File: src/rtl/oblu_pkg.sv
package oblu_pkg;

    localparam int BOOK_DEPTH = 256;
    localparam int IDX_W      = $clog2(BOOK_DEPTH);
    localparam int CNT_W      = IDX_W + 1;
    localparam int PW         = 63;
    localparam int SEQ_W      = 64;
    localparam int LC_W       = 10;
    localparam int ENTRY_W    = 2 * PW;
    localparam int IN_W       = 264;
    localparam int OUT_W      = 336;

    localparam logic [1:0] MODE_SNAP_START  = 2'd0;
    localparam logic [1:0] MODE_SNAP_LEVEL  = 2'd1;
    localparam logic [1:0] MODE_EVENT_HDR   = 2'd2;
    localparam logic [1:0] MODE_EVENT_LEVEL = 2'd3;

    localparam logic [1:0] ST_APPLIED  = 2'd0;
    localparam logic [1:0] ST_STALE    = 2'd1;
    localparam logic [1:0] ST_GAP      = 2'd2;
    localparam logic [1:0] ST_OVERFLOW = 2'd3;

    typedef enum logic [4:0] {
        CMD_NONE,
        CMD_LOAD,
        CMD_SIMPLE,
        CMD_SEARCH_INIT,
        CMD_READ_I,
        CMD_NEXT_I,
        CMD_LATCH_HIT,
        CMD_WRITE_HIT,
        CMD_OVERFLOW,
        CMD_ER_INIT,
        CMD_READ_UP,
        CMD_WRITE_UP,
        CMD_ER_END,
        CMD_IN_INIT,
        CMD_READ_DOWN,
        CMD_WRITE_DOWN,
        CMD_IN_END,
        CMD_EMIT
    } cmd_t;

    typedef struct packed {
        logic level_op;
        logic erase;
        logic i_end;
        logic keep;
        logic hit;
        logic i_full;
        logic up_end;
        logic j_at_i;
        logic out_free;
    } dp_status_t;

endpackage

File: src/rtl/oblu_ctrl.sv
module oblu_ctrl
    import oblu_pkg::*;
(
    input  logic       clk,
    input  logic       rst_n,
    input  logic       in_valid,
    input  dp_status_t stat,
    output logic       in_ready,
    output cmd_t       cmd
);

    typedef enum logic [9:0] {
        S_IDLE     = 10'b0000000001,
        S_DISPATCH = 10'b0000000010,
        S_SRCH_RD  = 10'b0000000100,
        S_SRCH_CMP = 10'b0000001000,
        S_RESOLVE  = 10'b0000010000,
        S_ER_RD    = 10'b0000100000,
        S_ER_WR    = 10'b0001000000,
        S_IN_RD    = 10'b0010000000,
        S_IN_WR    = 10'b0100000000,
        S_EMIT     = 10'b1000000000
    } state_t;

    state_t state_reg, state_next;

    always_ff @(posedge clk or negedge rst_n)
    begin
        if (!rst_n)
        begin
            state_reg <= S_IDLE;
        end
        else
        begin
            state_reg <= state_next;
        end
    end

    assign in_ready = (state_reg == S_IDLE);

    always_comb
    begin
        state_next = state_reg;
        cmd        = CMD_NONE;
        unique case (state_reg)
            S_IDLE:
            begin
                if (in_valid)
                begin
                    cmd        = CMD_LOAD;
                    state_next = S_DISPATCH;
                end
            end
            S_DISPATCH:
            begin
                if (stat.level_op)
                begin
                    cmd        = CMD_SEARCH_INIT;
                    state_next = S_SRCH_RD;
                end
                else
                begin
                    cmd        = CMD_SIMPLE;
                    state_next = S_EMIT;
                end
            end
            S_SRCH_RD:
            begin
                if (stat.i_end)
                begin
                    state_next = S_RESOLVE;
                end
                else
                begin
                    cmd        = CMD_READ_I;
                    state_next = S_SRCH_CMP;
                end
            end
            S_SRCH_CMP:
            begin
                if (stat.keep)
                begin
                    cmd        = CMD_NEXT_I;
                    state_next = S_SRCH_RD;
                end
                else
                begin
                    cmd        = CMD_LATCH_HIT;
                    state_next = S_RESOLVE;
                end
            end
            S_RESOLVE:
            begin
                if (stat.erase)
                begin
                    if (stat.hit)
                    begin
                        cmd        = CMD_ER_INIT;
                        state_next = S_ER_RD;
                    end
                    else
                    begin
                        state_next = S_EMIT;
                    end
                end
                else if (stat.hit)
                begin
                    cmd        = CMD_WRITE_HIT;
                    state_next = S_EMIT;
                end
                else if (stat.i_full)
                begin
                    cmd        = CMD_OVERFLOW;
                    state_next = S_EMIT;
                end
                else
                begin
                    cmd        = CMD_IN_INIT;
                    state_next = S_IN_RD;
                end
            end
            S_ER_RD:
            begin
                if (stat.up_end)
                begin
                    cmd        = CMD_ER_END;
                    state_next = S_EMIT;
                end
                else
                begin
                    cmd        = CMD_READ_UP;
                    state_next = S_ER_WR;
                end
            end
            S_ER_WR:
            begin
                cmd        = CMD_WRITE_UP;
                state_next = S_ER_RD;
            end
            S_IN_RD:
            begin
                if (stat.j_at_i)
                begin
                    cmd        = CMD_IN_END;
                    state_next = S_EMIT;
                end
                else
                begin
                    cmd        = CMD_READ_DOWN;
                    state_next = S_IN_WR;
                end
            end
            S_IN_WR:
            begin
                cmd        = CMD_WRITE_DOWN;
                state_next = S_IN_RD;
            end
            S_EMIT:
            begin
                if (stat.out_free)
                begin
                    cmd        = CMD_EMIT;
                    state_next = S_IDLE;
                end
            end
            default:
            begin
                state_next = S_IDLE;
            end
        endcase
    end

endmodule

File: config.mk
export PLATFORM = sky130hd
export DESIGN_NAME = oblu_ctrl
export DESIGN_NICKNAME = d
export VERILOG_FILES = /design/src/rtl/oblu_pkg.sv /design/src/rtl/oblu_ctrl.sv
export SDC_FILE = /design/constraint.sdc
export NUM_CORES = 1
export LEC_CHECK = 0
export CAP_MARGIN = 10
export CORE_UTILIZATION = 25
export CTS_CLUSTER_SIZE = 10
export DETAILED_ROUTE_END_ITERATION = 16
export DONT_BUFFER_PORTS = 1
export GPL_TIMING_DRIVEN = 0
export PLACE_DENSITY = 0.47
export REMOVE_ABC_BUFFERS = 1
export SYNTH_ARGS = -nofsm -noshare
export SYNTH_HDL_FRONTEND = slang
export SYNTH_SLANG_ARGS = --single-unit
File: constraint.sdc
create_clock -name clk -period 2.3 [get_ports clk]
set_input_delay 0.23 -clock clk [delete_from_list [all_inputs] [get_ports clk]]
set_output_delay 0.23 -clock clk [all_outputs]
set_load 0.02 [all_outputs]
# Yosys cells after proc, flatten, opt, wreduce, memory -nomap -nowiden
# Index checks and enable logic that the tools add are counted.
[totals]
wordCells = 38
ff_bits = 10
input_bits = 12
[op_classes]
reduce_logical = 1
eq_ne = 12
mux = 24
[ops]
columns = ["op", "count"]
rows = [
  ["$pmux 10 s10", 1],
  ["$mux 10", 9],
  ["$pmux 5 s10", 1],
  ["$mux 5", 5],
  ["$eq 10x1->1 const B", 1],
  ["$eq 10x10->1 const B", 1],
  ["$eq 10x2->1 const B", 1],
  ["$eq 10x3->1 const B", 1],
  ["$eq 10x4->1 const B", 1],
  ["$eq 10x5->1 const B", 1],
  ["$eq 10x6->1 const B", 1],
  ["$eq 10x7->1 const B", 1],
  ["$eq 10x8->1 const B", 1],
  ["$eq 10x9->1 const B", 1],
  ["$mux 3", 3],
  ["$mux 4", 2],
  ["$ne 2x2->1 const B", 2],
  ["$mux 1", 2],
  ["$mux 2", 1],
  ["$reduce_and 2->1", 1],
]

# Depth between registers and ports, before layout
[depth]
depth_word = 4
depth_mapped = 5

# Worst setup path before layout
# OpenSTA, ideal clock, no wires.
[synth_timing]
path_type = "register to output"
start = "register state_reg[8]"
end = "output cmd[2]"
n_path_buf = 1
t_required_ns = 2.070
arrival_time_ns = 1.728
setup_slack_ns = 0.342
stages_incl_launch_ff = 5
path_cell_list = "dfrtp_1 -> buf_6 -> or4_4 -> or2_1 -> o211ai_1"
[synth_between]
elab_chain_len = 2
[synth_lines]
columns = ["element", "line_no", "text"]
rows = [
  ["from (decl)", "oblu_ctrl.sv:25", "state_t state_reg, state_next;"],
  ["from (signal assigned)", "oblu_ctrl.sv:35", "state_reg <= state_next;"],
  ["$eq 10x10->1 (tied with other cells)", "oblu_ctrl.sv:45", "unique case (state_reg)"],
  ["$pmux 5 s10 (*)", "oblu_ctrl.sv:45", ""],
  ["to (decl)", "oblu_ctrl.sv:9", "output cmd_t cmd"],
]
# Mark *: on every way between the ends. The rest lies on a longest branch, timed or not.

# Final worst setup path
[layout_timing]
start = "register state_reg[1]"
end = "output cmd[2]"
# Same word-level chain as after synthesis.

==> results.md <==
- Synthesis-to-finish area growth: 17.2%
- Post-Syn Area per Cell: 8.34 sq um
- I/O pin count: 18
- Drt initial violations: 36
- EDFF count, synth: 0
- Number of warnings issued by yosys: 0
- Vias in the first global route: ~740
- CTS tree: yes
- Layout Nets: 123
- Outcome: complete, no violations
- CP arrival: 2.07 ns
- Placer congestion estimate: 0.819
- FF+latch count, synth: 10
- Synth top area cells: dfrtp_1 26%, nand2_1 5.2%, o21ai_0 4.0%
- Chip width: 60.9 um
- FFs w/ async S/R, synth: 100%
- Total power: 0.890 mW
- Largest net degree at the start of global routing: 12
- Compound-Gate Fraction of Synth Area: approximately a fifth
- Number of cell rows: 21
- Fin crit share: 100%
- Worst hold margin: 0.0247 ns
- Hold Crit Class: in2reg
- Placed cell count: 145
- Share of the synthesized area in the top cell type: between 20% and 30%
- Initial antenna violation count: 0
- CP top delay family: simple AND/OR/NAND/NOR gates
- I/O Buffers: 0
- Max stage delay cell, worst path: or4_4
- Synth Area in Simple Gates: 38.7%
- Average vias per placed instance: 5.37
- XOR/XNOR share of the synthesized area: 2.02%
- Worst Tran Pin Value: 0.523 ns
- Clock Sinks: 10
- Cell Area, Placed: 896 sq um
- DRT Pass-1 Iters: 4
- Leakage: between 0.4 and 0.5 nW
- DRC Markers: 0
- Clk_lat worst skew: 0.27 ns
- Dpl hpwl: 1820 um
- N_diodes: 0
- Grt ovf: 0
- Worst path required time: 2.07 ns
- Max Slew Vio Count: 0
- GRT Total Usage: about 14%
- Starting density of the core: 26.0%
- Layout cell share with drive strength beyond 1: between 20% and 30%
- Die area: 3710 sq um
- Multi-input logic area: 599 sq um
- WL/cell: ~16 um
- Fmax achieved: ~430 MHz
- Core area: between 3000 and 4000 sq um
- Rel. slew slack: 64.9%
- Final instance area: 1020 sq um
- Post-Synth Adder-Cell Area: 2.89%
- Mapped Cells: 104
- Buf/Inv on CP: 0
- Mapped Area: 867 sq um
- WS Path Type: reg2out
- Worst IR Drop VDD: 0.000405 V
- Clock-pin slew on the worst setup and hold paths: about 0.07 ns
- Period minus WS final: 2.30 ns
- PwrDens: 876 nW/um^2
- Crit path max fanout: 9
- Startpoint Class: flip-flop
- Mux contribution to synthesized area: 0%
- Clock tree buffer depth: 2
- Delay of the slowest critical-path stage: just under 0.6 ns
- Clk root buf: clkbuf_4
- Layout fillers: 375
- Unique cell type count in the Yosys netlist: 44
- Max-Cap Viols: 0
- Main combinational cell family by area after synthesis: simple AND/OR/NAND/NOR gates
- First-pass GRT wire length: 3650 um
- Synth area leader: dfrtp_1
- TritonCTS buffer count: 3
- Final cell count without fillers: 154
- Final setup viols: 0
- Vias: 827
- Register area: 256 sq um
- Unrepaired setup endpoints after global routing: true
- Largest register FFs: 10
- Sequential area share after synthesis: ~29%
- Final ANT Viol Nets: 0
- H-tree levels: 1
- Worst-path cell chain: or4_4, or2_4, o211ai_1
- Crit. End Element: output port
- Skew final: 0.00171 ns
- Die height: 60.9 um
- Total Wirelength: 2520 um
- Synth Flop Type: dfrtp_1
- Final hold violation count: 0
[power by group]
| part | total, mW | switching [mW] | internal, mW | leakage [nW] |
|---|---|---|---|---|
| sequential | 0.276 | 0.0669 | 0.209 | 0.129 |
| combinational | 0.453 | 0.247 | 0.206 | 0.297 |
| clock | 0.161 | 0.0646 | 0.0963 | 0.0210 |
[metrics by stage]
step                utilization, %  setup TNS [ns]  setup slack, ns
floorplan                        -               0            0.380
global placement              26.8         -0.0797          -0.0413
detailed placement            26.8          -0.189          -0.0980
CTS                           29.7               0           0.0147
global route                  30.4         -0.0518          -0.0451
finish                        30.4               0         0.000671
[layer usage]
layer / share of wire (%) / vias up / global-route usage (%)
li1: - / 395 / -
met1: 44 / 399 / 18.9
met2: 47 / 33 / 21.7
met3: 9.4 / 0 / 5.97
met4: 0 / 0 / 0
met5: 0 / - / 0
[cells in the mapped netlist (3+ instances only)]
cell type and n:
a21oi_1 3, dfrtp_1 9, inv_1 6, nand2_1 12, nor2_1 6, nor2b_1 5
nor3_1 4, nor4_1 5, o21ai_0 7
[final timing paths]
check,startpoint,end,slack [ns],depth (start not counted)
setup / recovery,state_reg[1],cmd[2],0.0007,3
hold / removal,in_valid,state_reg[0],0.02,1
setup reg to reg,state_reg[8],state_reg[0],0.37,5
hold reg to reg,state_reg[9],state_reg[7],0.70,3
max in group asynchronous,rst_n,state_reg[9],1.56,1
min in group asynchronous,rst_n,state_reg[4],0.37,1
[area by class of cell]
cell class | count | share of cell area, %
Multi-Input combinational cell | 82 | 59.0
Sequential cell | 10 | 25.2
Tap cell | 46 | 5.67
Timing Repair Buffer | 5 | 3.94
Clock buffer | 4 | 3.57
Inverter | 7 | 2.59
[repair_timing]
item,in CTS,in global routing
setup endpoints to repair,5,4
hold endpoints to repair,10,0
gates resized for setup,8,2
pin swaps,2,3
buffers inserted,2,2
hold buffers,1,0
[logic make-up (layout without fill, tap and decap cells)]
logic type | Yosys count | count (layout)
adders and majority gates | 2 | 2
and+or+nand+nor | 53 | 53
xor gates and xnor gates | 2 | 2
buffers and inverters | 12 | 16
AOI/OAI and AO/OA | 25 | 25
DFF | 10 | 10
[cells in the final DEF, fill, tap and decap left out, types with 2 or more instances in the layout]
cell,instances
nor2b_1,5
nand4b_1,2
or4_4,2
and2_1,2
nor2_1,6
o211ai_1,2
dfrtp_2,4
nor3b_1,2
dfrtp_1,5
nand2_1,12
inv_1,6
and3_1,2
nor4_4,2
o2111ai_1,2
clkbuf_4,3
ha_1,2
nor4_1,2
nand3_1,2
nor3_1,4
a21oi_1,3
buf_4,4
o21ai_0,7
a221o_1,2
Power figures use the tool's default switching activity.
